## config.mk

```make
export PLATFORM = sky130hd
export DESIGN_NAME = sorted_unique_key_set
export DESIGN_NICKNAME = d
export VERILOG_FILES = /design/src/design/sus_pkg.sv /design/src/design/sus_datapath.sv /design/src/design/sus_ctrl.sv /design/src/design/sorted_unique_key_set.sv
export SDC_FILE = /design/constraint.sdc
export NUM_CORES = 2
export LEC_CHECK = 0
export BUFFER_PORTS_ARGS = -buffer_cell sky130_fd_sc_hd__buf_2
export CORE_MARGIN = 2
export CORE_UTILIZATION = 50
export CTS_CLUSTER_SIZE = 10
export DETAILED_ROUTE_END_ITERATION = 6
export GPL_ROUTABILITY_DRIVEN = 0
export PLACE_DENSITY_LB_ADDON = 0.05
export SLEW_MARGIN = 20
export SYNTH_ARGS = -nofsm -noshare
export SYNTH_HDL_FRONTEND = slang
export SYNTH_SLANG_ARGS = --single-unit
```

## constraint.sdc

```tcl
create_clock -name clk -period 8.8 [get_ports clk]
set_input_delay 1.32 -clock clk [delete_from_list [all_inputs] [get_ports clk]]
set_output_delay 1.32 -clock clk [all_outputs]
set_load 0.1 [all_outputs]
```

## src/design/sus_pkg.sv

```systemverilog
`timescale 1ns / 1ps

package sus_pkg;

  // Fixed field widths.
  localparam int KIND_W = 3;
  localparam int KEY_W = 32;
  localparam int COUNT_W = 6;

  // Default number of keys the store can hold.
  localparam int CAPACITY_DEF = 32;

  // Operation codes.
  typedef enum logic [KIND_W-1:0] {
    KIND_INSERT = 3'd0,
    KIND_REMOVE = 3'd1,
    KIND_SEARCH = 3'd2,
    KIND_CLEAR  = 3'd3,
    KIND_FIRST  = 3'd4,
    KIND_NEXT   = 3'd5
  } kind_t;

  // One operation as it arrives.
  typedef struct packed {
    logic [KIND_W-1:0]       kind;
    logic signed [KEY_W-1:0] key;
  } in_word_t;

  // One result as it leaves.
  typedef struct packed {
    logic                    ok;
    logic signed [KEY_W-1:0] value;
    logic [COUNT_W-1:0]      count;
  } out_word_t;

  // Controller states.
  typedef enum logic [3:0] {
    ST_IDLE,
    ST_DISPATCH,
    ST_SCAN,
    ST_SCAN_CMP,
    ST_INS_SHIFT,
    ST_INS_WR,
    ST_DEL_SHIFT,
    ST_DEL_WR,
    ST_WALK_DATA,
    ST_FINISH
  } state_t;

  // Where a store read takes its address from.
  typedef enum logic [1:0] {
    RD_IDX,
    RD_IDX_M1,
    RD_IDX_P1,
    RD_WALK
  } rd_sel_t;

  // What a store write puts in.
  typedef enum logic {
    WR_RDATA,
    WR_KEY
  } wr_sel_t;

  // Commands from the controller to the datapath.
  typedef struct packed {
    logic    load_in;
    logic    idx_clr;
    logic    idx_inc;
    logic    idx_dec;
    logic    idx_set_held;
    logic    rank_set;
    logic    rd_en;
    rd_sel_t rd_sel;
    logic    wr_en;
    wr_sel_t wr_sel;
    logic    held_inc;
    logic    held_dec;
    logic    held_clr;
    logic    walk_clr;
    logic    walk_set1;
    logic    walk_inc;
    logic    set_ok;
    logic    set_val;
    logic    res_load;
  } cmd_t;

  // Status from the datapath to the controller.
  typedef struct packed {
    logic [KIND_W-1:0] kind;
    logic              idx_lt_held;
    logic              idx_gt_rank;
    logic              idx_p1_lt_held;
    logic              full;
    logic              held_nz;
    logic              walk_lt_held;
    logic              rd_lt;
    logic              rd_eq;
    logic              out_free;
  } stat_t;

endpackage

```

## src/design/sus_datapath.sv

```systemverilog
`timescale 1ns / 1ps

module sus_datapath import sus_pkg::*; #(
  parameter int CAPACITY = CAPACITY_DEF
) (
  input  logic      clk,
  input  logic      rst,
  input  in_word_t  in_word,
  input  logic      out_stall,
  output logic      out_valid,
  output out_word_t out_word,
  input  cmd_t      cmd,
  output stat_t     stat
);

  localparam int AW = (CAPACITY > 1) ? $clog2(CAPACITY) : 1;
  localparam int CW = $clog2(CAPACITY + 1);

  // Key store, ascending by rank.
  logic signed [KEY_W-1:0] keys [CAPACITY];

  logic [KIND_W-1:0]       op;
  logic signed [KEY_W-1:0] key;
  logic signed [KEY_W-1:0] rdata;
  logic signed [KEY_W-1:0] val;
  logic                    ok;
  logic [CW-1:0]           held;
  logic [CW-1:0]           walk_pos;
  logic [CW-1:0]           idx;
  logic [CW-1:0]           rank;
  logic [CW-1:0]           idx_m1;
  logic [CW:0]             idx_p1;
  logic [CW-1:0]           rd_addr;
  logic signed [KEY_W-1:0] wr_data;

  assign idx_m1 = idx - CW'(1);
  assign idx_p1 = {1'b0, idx} + (CW + 1)'(1);

  // Read address and write data selection.
  always_comb begin
    case (cmd.rd_sel)
      RD_IDX:    rd_addr = idx;
      RD_IDX_M1: rd_addr = idx_m1;
      RD_IDX_P1: rd_addr = idx_p1[CW-1:0];
      RD_WALK:   rd_addr = walk_pos;
      default:   rd_addr = idx;
    endcase
    wr_data = (cmd.wr_sel == WR_KEY) ? key : rdata;
  end

  // Store port: one write and one registered read per cycle.
  always_ff @(posedge clk) begin
    if (cmd.wr_en) begin
      keys[idx[AW-1:0]] <= wr_data;
    end
    if (cmd.rd_en) begin
      rdata <= keys[rd_addr[AW-1:0]];
    end
  end

  // Operand registers and scan position.
  always_ff @(posedge clk) begin
    if (cmd.load_in) begin
      op  <= in_word.kind;
      key <= in_word.key;
    end
    if (cmd.rank_set) begin
      rank <= idx;
    end
    if (cmd.idx_clr) begin
      idx <= '0;
    end else if (cmd.idx_set_held) begin
      idx <= held;
    end else if (cmd.idx_inc) begin
      idx <= idx_p1[CW-1:0];
    end else if (cmd.idx_dec) begin
      idx <= idx_m1;
    end
  end

  // Fill count and walk cursor.
  always_ff @(posedge clk) begin
    if (rst) begin
      held     <= '0;
      walk_pos <= '0;
    end else begin
      if (cmd.held_clr) begin
        held <= '0;
      end else if (cmd.held_inc) begin
        held <= held + CW'(1);
      end else if (cmd.held_dec) begin
        held <= held - CW'(1);
      end
      if (cmd.walk_clr) begin
        walk_pos <= '0;
      end else if (cmd.walk_set1) begin
        walk_pos <= CW'(1);
      end else if (cmd.walk_inc) begin
        walk_pos <= walk_pos + CW'(1);
      end
    end
  end

  // Result being built for the current operation.
  always_ff @(posedge clk) begin
    if (cmd.load_in) begin
      ok  <= 1'b0;
      val <= '0;
    end else begin
      if (cmd.set_ok) begin
        ok <= 1'b1;
      end
      if (cmd.set_val) begin
        val <= rdata;
      end
    end
  end

  // Output register; it frees up as soon as the word is taken.
  always_ff @(posedge clk) begin
    if (rst) begin
      out_valid <= 1'b0;
    end else if (cmd.res_load) begin
      out_valid <= 1'b1;
    end else if (!out_stall) begin
      out_valid <= 1'b0;
    end
  end

  always_ff @(posedge clk) begin
    if (cmd.res_load) begin
      out_word.ok    <= ok;
      out_word.value <= val;
      out_word.count <= COUNT_W'(held);
    end
  end

  // Status back to the controller.
  always_comb begin
    stat.kind           = op;
    stat.idx_lt_held    = idx < held;
    stat.idx_gt_rank    = idx > rank;
    stat.idx_p1_lt_held = idx_p1 < {1'b0, held};
    stat.full           = held >= CW'(CAPACITY);
    stat.held_nz        = held != '0;
    stat.walk_lt_held   = walk_pos < held;
    stat.rd_lt          = rdata < key;
    stat.rd_eq          = rdata == key;
    stat.out_free       = !out_valid || !out_stall;
  end

endmodule

```

## src/design/sus_ctrl.sv

```systemverilog
`timescale 1ns / 1ps

module sus_ctrl import sus_pkg::*; (
  input  logic  clk,
  input  logic  rst,
  input  logic  in_valid,
  output logic  in_stall,
  input  stat_t stat,
  output cmd_t  cmd
);

  state_t state;
  state_t state_next;

  // An operation is only taken while nothing else is in flight.
  assign in_stall = (state != ST_IDLE);

  always_ff @(posedge clk) begin
    if (rst) begin
      state <= ST_IDLE;
    end else begin
      state <= state_next;
    end
  end

  // Next state.
  always_comb begin
    state_next = state;
    unique case (state)
      ST_IDLE: begin
        if (in_valid) begin
          state_next = ST_DISPATCH;
        end
      end
      ST_DISPATCH: begin
        case (stat.kind)
          KIND_INSERT, KIND_REMOVE, KIND_SEARCH: state_next = ST_SCAN;
          KIND_FIRST: state_next = stat.held_nz ? ST_WALK_DATA : ST_FINISH;
          KIND_NEXT:  state_next = stat.walk_lt_held ? ST_WALK_DATA : ST_FINISH;
          default:    state_next = ST_FINISH;
        endcase
      end
      ST_SCAN: begin
        if (stat.idx_lt_held) begin
          state_next = ST_SCAN_CMP;
        end else if (stat.kind == KIND_INSERT && !stat.full) begin
          state_next = ST_INS_SHIFT;
        end else begin
          state_next = ST_FINISH;
        end
      end
      ST_SCAN_CMP: begin
        if (stat.rd_lt) begin
          state_next = ST_SCAN;
        end else if (stat.rd_eq) begin
          state_next = (stat.kind == KIND_REMOVE) ? ST_DEL_SHIFT : ST_FINISH;
        end else if (stat.kind == KIND_INSERT && !stat.full) begin
          state_next = ST_INS_SHIFT;
        end else begin
          state_next = ST_FINISH;
        end
      end
      ST_INS_SHIFT: begin
        state_next = stat.idx_gt_rank ? ST_INS_WR : ST_FINISH;
      end
      ST_INS_WR: begin
        state_next = ST_INS_SHIFT;
      end
      ST_DEL_SHIFT: begin
        state_next = stat.idx_p1_lt_held ? ST_DEL_WR : ST_FINISH;
      end
      ST_DEL_WR: begin
        state_next = ST_DEL_SHIFT;
      end
      ST_WALK_DATA: begin
        state_next = ST_FINISH;
      end
      ST_FINISH: begin
        if (stat.out_free) begin
          state_next = ST_IDLE;
        end
      end
      default: begin
        state_next = ST_IDLE;
      end
    endcase
  end

  // Datapath commands.
  always_comb begin
    cmd = '0;
    unique case (state)
      ST_IDLE: begin
        if (in_valid) begin
          cmd.load_in = 1'b1;
          cmd.idx_clr = 1'b1;
        end
      end
      ST_DISPATCH: begin
        case (stat.kind)
          KIND_CLEAR: begin
            cmd.held_clr = 1'b1;
            cmd.walk_clr = 1'b1;
            cmd.set_ok   = 1'b1;
          end
          KIND_FIRST: begin
            if (stat.held_nz) begin
              cmd.rd_en     = 1'b1;
              cmd.rd_sel    = RD_IDX;
              cmd.walk_set1 = 1'b1;
            end
          end
          KIND_NEXT: begin
            if (stat.walk_lt_held) begin
              cmd.rd_en    = 1'b1;
              cmd.rd_sel   = RD_WALK;
              cmd.walk_inc = 1'b1;
            end
          end
          default: begin
          end
        endcase
      end
      ST_SCAN: begin
        if (stat.idx_lt_held) begin
          cmd.rd_en  = 1'b1;
          cmd.rd_sel = RD_IDX;
        end else if (stat.kind == KIND_INSERT && !stat.full) begin
          // Key goes after every held key.
          cmd.rank_set     = 1'b1;
          cmd.idx_set_held = 1'b1;
        end
      end
      ST_SCAN_CMP: begin
        if (stat.rd_lt) begin
          cmd.idx_inc = 1'b1;
        end else if (stat.rd_eq) begin
          if (stat.kind == KIND_SEARCH) begin
            cmd.set_ok = 1'b1;
          end
        end else if (stat.kind == KIND_INSERT && !stat.full) begin
          cmd.rank_set     = 1'b1;
          cmd.idx_set_held = 1'b1;
        end
      end
      ST_INS_SHIFT: begin
        if (stat.idx_gt_rank) begin
          cmd.rd_en  = 1'b1;
          cmd.rd_sel = RD_IDX_M1;
        end else begin
          // Gap is open at the rank: drop the new key in.
          cmd.wr_en    = 1'b1;
          cmd.wr_sel   = WR_KEY;
          cmd.held_inc = 1'b1;
          cmd.set_ok   = 1'b1;
        end
      end
      ST_INS_WR: begin
        cmd.wr_en   = 1'b1;
        cmd.wr_sel  = WR_RDATA;
        cmd.idx_dec = 1'b1;
      end
      ST_DEL_SHIFT: begin
        if (stat.idx_p1_lt_held) begin
          cmd.rd_en  = 1'b1;
          cmd.rd_sel = RD_IDX_P1;
        end else begin
          cmd.held_dec = 1'b1;
          cmd.set_ok   = 1'b1;
        end
      end
      ST_DEL_WR: begin
        cmd.wr_en   = 1'b1;
        cmd.wr_sel  = WR_RDATA;
        cmd.idx_inc = 1'b1;
      end
      ST_WALK_DATA: begin
        cmd.set_val = 1'b1;
        cmd.set_ok  = 1'b1;
      end
      ST_FINISH: begin
        if (stat.out_free) begin
          cmd.res_load = 1'b1;
        end
      end
      default: begin
      end
    endcase
  end

endmodule

```

## src/design/sorted_unique_key_set.sv

```systemverilog
`timescale 1ns / 1ps
// Channel | Dir | Handshake          | Word
// in      | in  | in_valid, in_stall  | in_word  (kind, key)
// out     | out | out_valid, out_stall| out_word (ok, value, count)
//
// Search, insert and remove scan up from rank zero to the first key not below the operand;
// insert then shifts the keys from that rank up and remove shifts the keys above it down,
// on the single read and single write port of the store. Reset empties the store
// at once (fill count and cursor to zero). A new word is taken while the previous
// result still sits stalled; the controller holds in its final state until it frees up.

module sorted_unique_key_set import sus_pkg::*; #(
  parameter int CAPACITY = CAPACITY_DEF
) (
  input  logic      clk,
  input  logic      rst,
  input  logic      in_valid,
  output logic      in_stall,
  input  in_word_t  in_word,
  output logic      out_valid,
  input  logic      out_stall,
  output out_word_t out_word
);

  cmd_t  cmd;
  stat_t stat;

  // Operation sequencer.
  sus_ctrl u_ctrl (
    .clk      (clk),
    .rst      (rst),
    .in_valid (in_valid),
    .in_stall (in_stall),
    .stat     (stat),
    .cmd      (cmd)
  );

  // Key store, counters and result register.
  sus_datapath #(
    .CAPACITY (CAPACITY)
  ) u_datapath (
    .clk       (clk),
    .rst       (rst),
    .in_word   (in_word),
    .out_stall (out_stall),
    .out_valid (out_valid),
    .out_word  (out_word),
    .cmd       (cmd),
    .stat      (stat)
  );

endmodule

```

After elaboration in Yosys (flattened, before gate mapping)
Memory sizes are Yosys's and may differ from the RTL's. A register that Yosys moved wholly into a read port is not among the register bits.
Cells that the tools add are included.
Widths: inputs -> output; s select.
{"block": "totals", "register_bits": 136, "ramBits": 1024, "in_bits": 39, "output_inout_bits": 41, "wordCells": 129, "n_memories": 1}
{"name": "u_datapath.keys", "depth": 32, "width": 32, "rd": 1, "rd_clocked_by_memory_dff": 1, "wr": 1, "line": "sus_datapath.sv:20", "text": "logic signed [KEY_W-1:0] keys [CAPACITY];"}
{"block": "classes", "add_sub_neg": 5, "n_lt_le_gt_ge": 6, "eq_ne": 21, "n_mux": 63, "n_reduce_logical": 19}
{"operator": "$mux 4", "count": 10}
{"operator": "$pmux 4 s10", "count": 1}
{"operator": "$eq 32x32->1", "count": 1}
{"operator": "$lt 32x32->1", "count": 1}
{"operator": "$mux 32", "count": 1}
{"operator": "$mux 6", "count": 5}
{"operator": "$mux 1", "count": 25}
{"operator": "$pmux 5 s4", "count": 1}
{"operator": "$mux 3", "count": 6}
{"operator": "$eq 4x3->1 const B", "count": 4}
{"operator": "$mux 2", "count": 7}
{"operator": "$add 6x1->6 const B", "count": 2}
{"operator": "$lt 6x6->1", "count": 2}
{"operator": "$pmux 3 s4", "count": 1}
{"operator": "$pmux 4 s3", "count": 1}
{"operator": "$sub 6x1->6 const B", "count": 2}
{"operator": "$eq 4x2->1 const B", "count": 2}
{"operator": "$eq 4x4->1 const B", "count": 2}
{"operator": "$pmux 2 s2", "count": 2}
{"operator": "$add 6x1->7 const B", "count": 1}
{"operator": "$lt 7x6->1", "count": 1}
{"operator": "$eq 3x2->1 const B", "count": 2}
{"operator": "$eq 3x3->1 const B", "count": 2}
{"operator": "$ge 6x6->1 const B", "count": 1}
{"operator": "other kinds (23)", "count": 31}

Longest topological paths before layout
{"block": "depth", "depth_word": 8, "mapped_depth": 18, "depth_no_buf": 15}

Hierarchy
A second synthesis with hierarchy kept.
{"block": "unflattened", "cells_unflattened": 5121, "area_unflattened_um2": 54949.0}
{"module": "sus_datapath", "n_inst": 1, "cells_each": 5027, "area_per_inst_um2": 54263.3, "seq_area_each_um2": 35153.7}
{"module": "sus_ctrl", "n_inst": 1, "cells_each": 94, "area_per_inst_um2": 685.7, "seq_area_each_um2": 80.1}

Worst setup path before layout
OpenSTA, ideal clock, no wires.
{"block": "synth_timing", "path_kind": "register -> register", "startpoint": "register u_datapath.idx[1]", "endpoint": "memory u_datapath.keys[12][0], enable pin", "setup_ns": 0.421, "t_arrival_ns": 3.446, "t_required_ns": 8.379, "setup_slack_ns": 4.933, "path_stages_with_launch": 11, "path_buffers": 1, "synth_period_minus_slack_ns": 3.867, "path_cell_list": "dfxtp_1 -> ha_1 -> nor2b_1 -> o21bai_1 -> a31oi_1 -> nor2b_1 -> clkbuf_1 -> inv_1 -> nand2_1 -> nand2_1 -> nor2_1"}
{"block": "synth_via", "elab_chain_len": 5}
{"element": "from (decl)", "line": "sus_datapath.sv:29", "text": "logic [CW-1:0] idx;"}
{"element": "from (signal assigned)", "line": "sus_datapath.sv:73", "text": "idx <= held;"}
{"element": "from (signal assigned)", "line": "sus_datapath.sv:75", "text": "idx <= idx_p1[CW-1:0];"}
{"element": "from (signal assigned)", "line": "sus_datapath.sv:77", "text": "idx <= idx_m1;"}
{"element": "$gt 6x6->1", "line": "sus_datapath.sv:142", "text": "stat.idx_gt_rank = idx > rank;"}
{"element": "$mux 3", "line": "sus_ctrl.sv:147", "text": "if (stat.idx_gt_rank) begin"}
{"element": "$pmux 2 s2", "line": "sus_ctrl.sv:92", "text": "unique case (state)"}
{"element": "$mux 1", "line": "sus_datapath.sv:53", "text": "if (cmd.wr_en) begin"}
{"element": "$mux 1 (implied by the code)", "line": "sus_datapath.sv:54", "text": "keys[idx[AW-1:0]] <= wr_data;"}
{"element": "to (decl)", "line": "sus_datapath.sv:20"}
Several ways; a longest one is shown, not always the timed one.

Worst setup path after layout
{"block": "layout_timing", "startpoint": "register u_datapath.idx[0]", "endpoint": "register u_datapath.rdata[27], read port of u_datapath.keys (data pin)"}
{"block": "layout_via", "elab_chain_len": 6, "elab_cells_between_ends": 14, "classes_between": "2 x add/sub; 3 x order compare; 3 x eq/ne; 5 x mux; 1 x reduce/logical"}
{"element": "$add 6x1->7", "line": "sus_datapath.sv:37", "text": "assign idx_p1 = {1'b0, idx} + (CW + 1)'(1);"}
{"element": "$lt 7x6->1", "line": "sus_datapath.sv:143", "text": "stat.idx_p1_lt_held = idx_p1 < {1'b0, held};"}
{"element": "$mux 3", "line": "sus_ctrl.sv:164", "text": "if (stat.idx_p1_lt_held) begin"}
{"element": "$pmux 3 s4", "line": "sus_ctrl.sv:92"}
{"element": "$eq 2x2->1, or another cell as far along", "line": "sus_datapath.sv:41", "text": "case (cmd.rd_sel)"}
{"element": "$pmux 5 s4", "line": "sus_datapath.sv:41"}
{"element": "to (decl)", "line": "sus_datapath.sv:24", "text": "logic signed [KEY_W-1:0] rdata;"}
Several ways; a longest one is shown, not always the timed one.
A chain may end at the register's enable or synchronous reset.

==> reports/metrics.yaml <==
run_status:
  status: "complete, no violations"
timing:
  rsz0062_at_grt: "false"
  period_minus_slack_ns: 5.64
  fmax_mhz: 177
  post-route-period-util_pct: 64.1
  tns_ns: 0
  finalHoldViolations: 0
  slew_headroom_pct: 23.2
  drv_slew: 0
  setup_viol: 0
  final.setup_skew_ns: 0.0256
  worst_pin_slew_ns: 1.15
  setup_ws_ns: 3.16
synthesis:
  synth_common_cells: "1136 x edfxtp_1, 422 x nand2_1, 319 x a31oi_1"
  synth-seq-cells: 1192
  async_flop_share_pct: 0
  synth.top_cell.area_share_pct: 69.8
  synth_ff_type: "edfxtp_1"
  synth_nets: 3366
  netlist_instances: 3263
  netlist_area_um2: 48900
  yosys_warnings: 0
  synth_area_leaders: "edfxtp_1 70%, mux2i_1 6.0%, a31oi_1 4.1%, nand2_1 3.2%, a22oi_1 2.4%"
  yosysUniqueCellTypes: 73
  synth.avg_cell_area_um2: 15.0
  seq_area_frac_synth_pct: 72.1
  synth_most_common_cell: "edfxtp_1"
  yosysTopAreaCell: "edfxtp_1"
  synth_edf_count: 1136
place:
  portBuffers: 79
  dp_slack_ns: 3.30
  dp.cells: 4454
  hpwl_mm: 76.4
  placed_cell_area_um2: 50600
detailed_routing:
  viasPerCell: 6.42
  routed-via-count: 29852
  wl_per_cell_um: 30.1
  drtAntennaViolNets: 0
  drc: 0
  wl_mm: 140
  drtPass1Iterations: 6
  first_iter_violations: 3430
clocking:
  cts_buffer_depth: 3
  htreeDepth: 4
  cts_hold_buf: 0
  root_buffer: "clkbuf_16"
  cts_sinks: 1192
  tritoncts: "yes"
  clkTransAtPathRegs_ns: 0.06
  cts_setup_buffers: 0
  worstSkewPairLatency_ns: 0.75
  cts.repair.resized: 0
  cts_buffers: 140
die:
  start_util_pct: 50.5
  core-area_um2: 96900
  die_area_um2: 100000
  io_pins: 80
  die_height_um: 317
  die_w_um: 317
  num_rows: 114
global_route:
  grt_pass1_wl_mm: 200
  first_global_vias: 29017
  grt-ovfl-total: 0
  grt_usage_pct: 27.9
  grt_max_degree: 165
  antenna_found_initial: 4
power:
  p_leak_nw: 18.9
  powerDensity_nw_per_um2: 217
  report.power.total_w: 0.0118
  irDropWorstVdd_mv: 0.153
hold_path:
  whs_endpoint: "u_datapath.out_word[8]"
  hp-start: "u_datapath.val[2]"
  hold_path.class: "reg2reg"
  hold_depth: 0
layout:
  syn_to_final_growth_pct: 11.5
  drive_gt1_share_pct: 12.9
  final_nets: 3423
  instances_no_fill: 4650
  antenna_cells: 0
  final_area_um2: 54500
setup_path:
  worst_r2r_endpoint: "u_datapath.rdata[27]"
  cp-end-kind: "register"
  criticalPathCategory: "reg2reg"
  worst-path-max-fanout: 161
  arrival_ns: 6.21
  rrSetupSlack_ns: 3.16
  reg2reg_depth: 14
  r2r_start: "u_datapath.idx[0]"
  required_ns: 9.36
  crit_path_start_kind: "register"
flow_run:
  drv_cap: 0
## layout make-up
cell class | instances | area (um2)
clock inverters | 20 | 230
fillers | 7569 | 42300
multi-input cells | 1789 | 12600
well taps | 1276 | 1600
clock buffers | 176 | 3700
repair buffers | 142 | 931
inverters | 55 | 206
flip-flops and latches | 1192 | 35200
## per-stage QoR
stage / utilization, % / hold slack [ns]
2_1_floorplan: - / 0.408
3_3_place_gp: 52.2 / 0.412
3_5_place_dp: 52.2 / 0.413
4_1_cts: 56.3 / 0.427
5_1_grt: 56.3 / 0.432
6_report: 56.3 / 0.425
## report_power, final
part | internal [W] | leakage (nW) | switching [W]
clock | 0.00297 | 1.91 | 0.00217
combinational | 0.000141 | 6.27 | 0.000287
sequential | 0.00621 | 10.7 | 0.0000621
## sequential cells by signal, indices dropped and copies added, names as in the netlist
signal,flops
u_datapath.out_valid,1
u_datapath.op,3
u_datapath.walk_pos,6
u_datapath.rdata,32
u_datapath.rank,6
u_ctrl.state,4
u_datapath.ok,1
u_datapath.held,6
u_datapath.keys,1024
u_datapath.val,32
u_datapath.key,32
u_datapath.idx,6
u_datapath.out_word,39
## kinds of logic after synthesis
kind of cell,after synthesis,synth area share [%]
flops,1192,72.1
compound gates,755,10.4
simple gates,626,5.94
mux,324,6.72
buf+inv,282,2.84
fa+ha+maj,64,1.65
xor+xnor,20,0.374
## cells in the final DEF, fill, tap and decap left out, types with 4 or more instances in the layout
cell and n:
a21o_1 19, buf_4 58, nand2b_1 11, nand2_1 419
xor2_1 7, or3_1 5, o22ai_1 125, nor2b_1 5
a21oi_1 53, o211ai_1 9, mux2_2 32, a211oi_1 7
a22oi_1 159, edfxtp_1 1136, and3_1 9, nand3_1 25
buf_2 79, a31oi_1 319, clkbuf_1 33, nor2_4 33
o21ai_0 14, nand4_1 9, mux2i_1 292, nor2_1 38
clkinv_8 6, clkinv_1 6, xnor2_1 12, dfxtp_1 56
nor4_2 31, nor4_1 5, inv_1 54, inv_6 4
nor3_1 10, ha_1 63, buf_12 5, clkbuf_16 143
## layer usage
metal	track usage (%)	wire [um]	vias up
met5	0	35	-
met4	9.58	4220	4
met3	6.10	12500	280
met2	44.0	65100	1427
met1	38.5	58200	15222
li1	-	-	12919
## worst max-delay path by stage
stage	startpoint	end	slack, ns	cells after the start
3_3_place_gp	u_datapath.idx[0]	u_datapath.rdata[9]	3.39	12
2_1_floorplan	u_datapath.idx[1]	u_datapath.keys[12][0]	4.93	10
6_report	u_datapath.idx[0]	u_datapath.rdata[27]	3.16	14
3_5_place_dp	u_datapath.idx[0]	u_datapath.rdata[29]	3.30	12
5_1_grt	u_datapath.idx[0]	u_datapath.rdata[16]	2.87	15
4_1_cts	u_datapath.idx[0]	u_datapath.rdata[29]	3.27	12
## worst max-delay path, stage by stage (launching register included)
cell      delay (ns)
dfxtp_1         0.77
inv_1           0.32
ha_1            0.54
ha_1            0.22
a21o_1          0.11
a31oi_1         0.05
o211ai_1        0.45
o21ai_2         0.24
o211ai_4        0.26
buf_12          0.46
buf_12          0.51
nand2_1         0.12
a22oi_1         0.45
o22ai_1         0.18
nor4_2          0.26
Note: power is estimated with default switching activity, not from simulation.
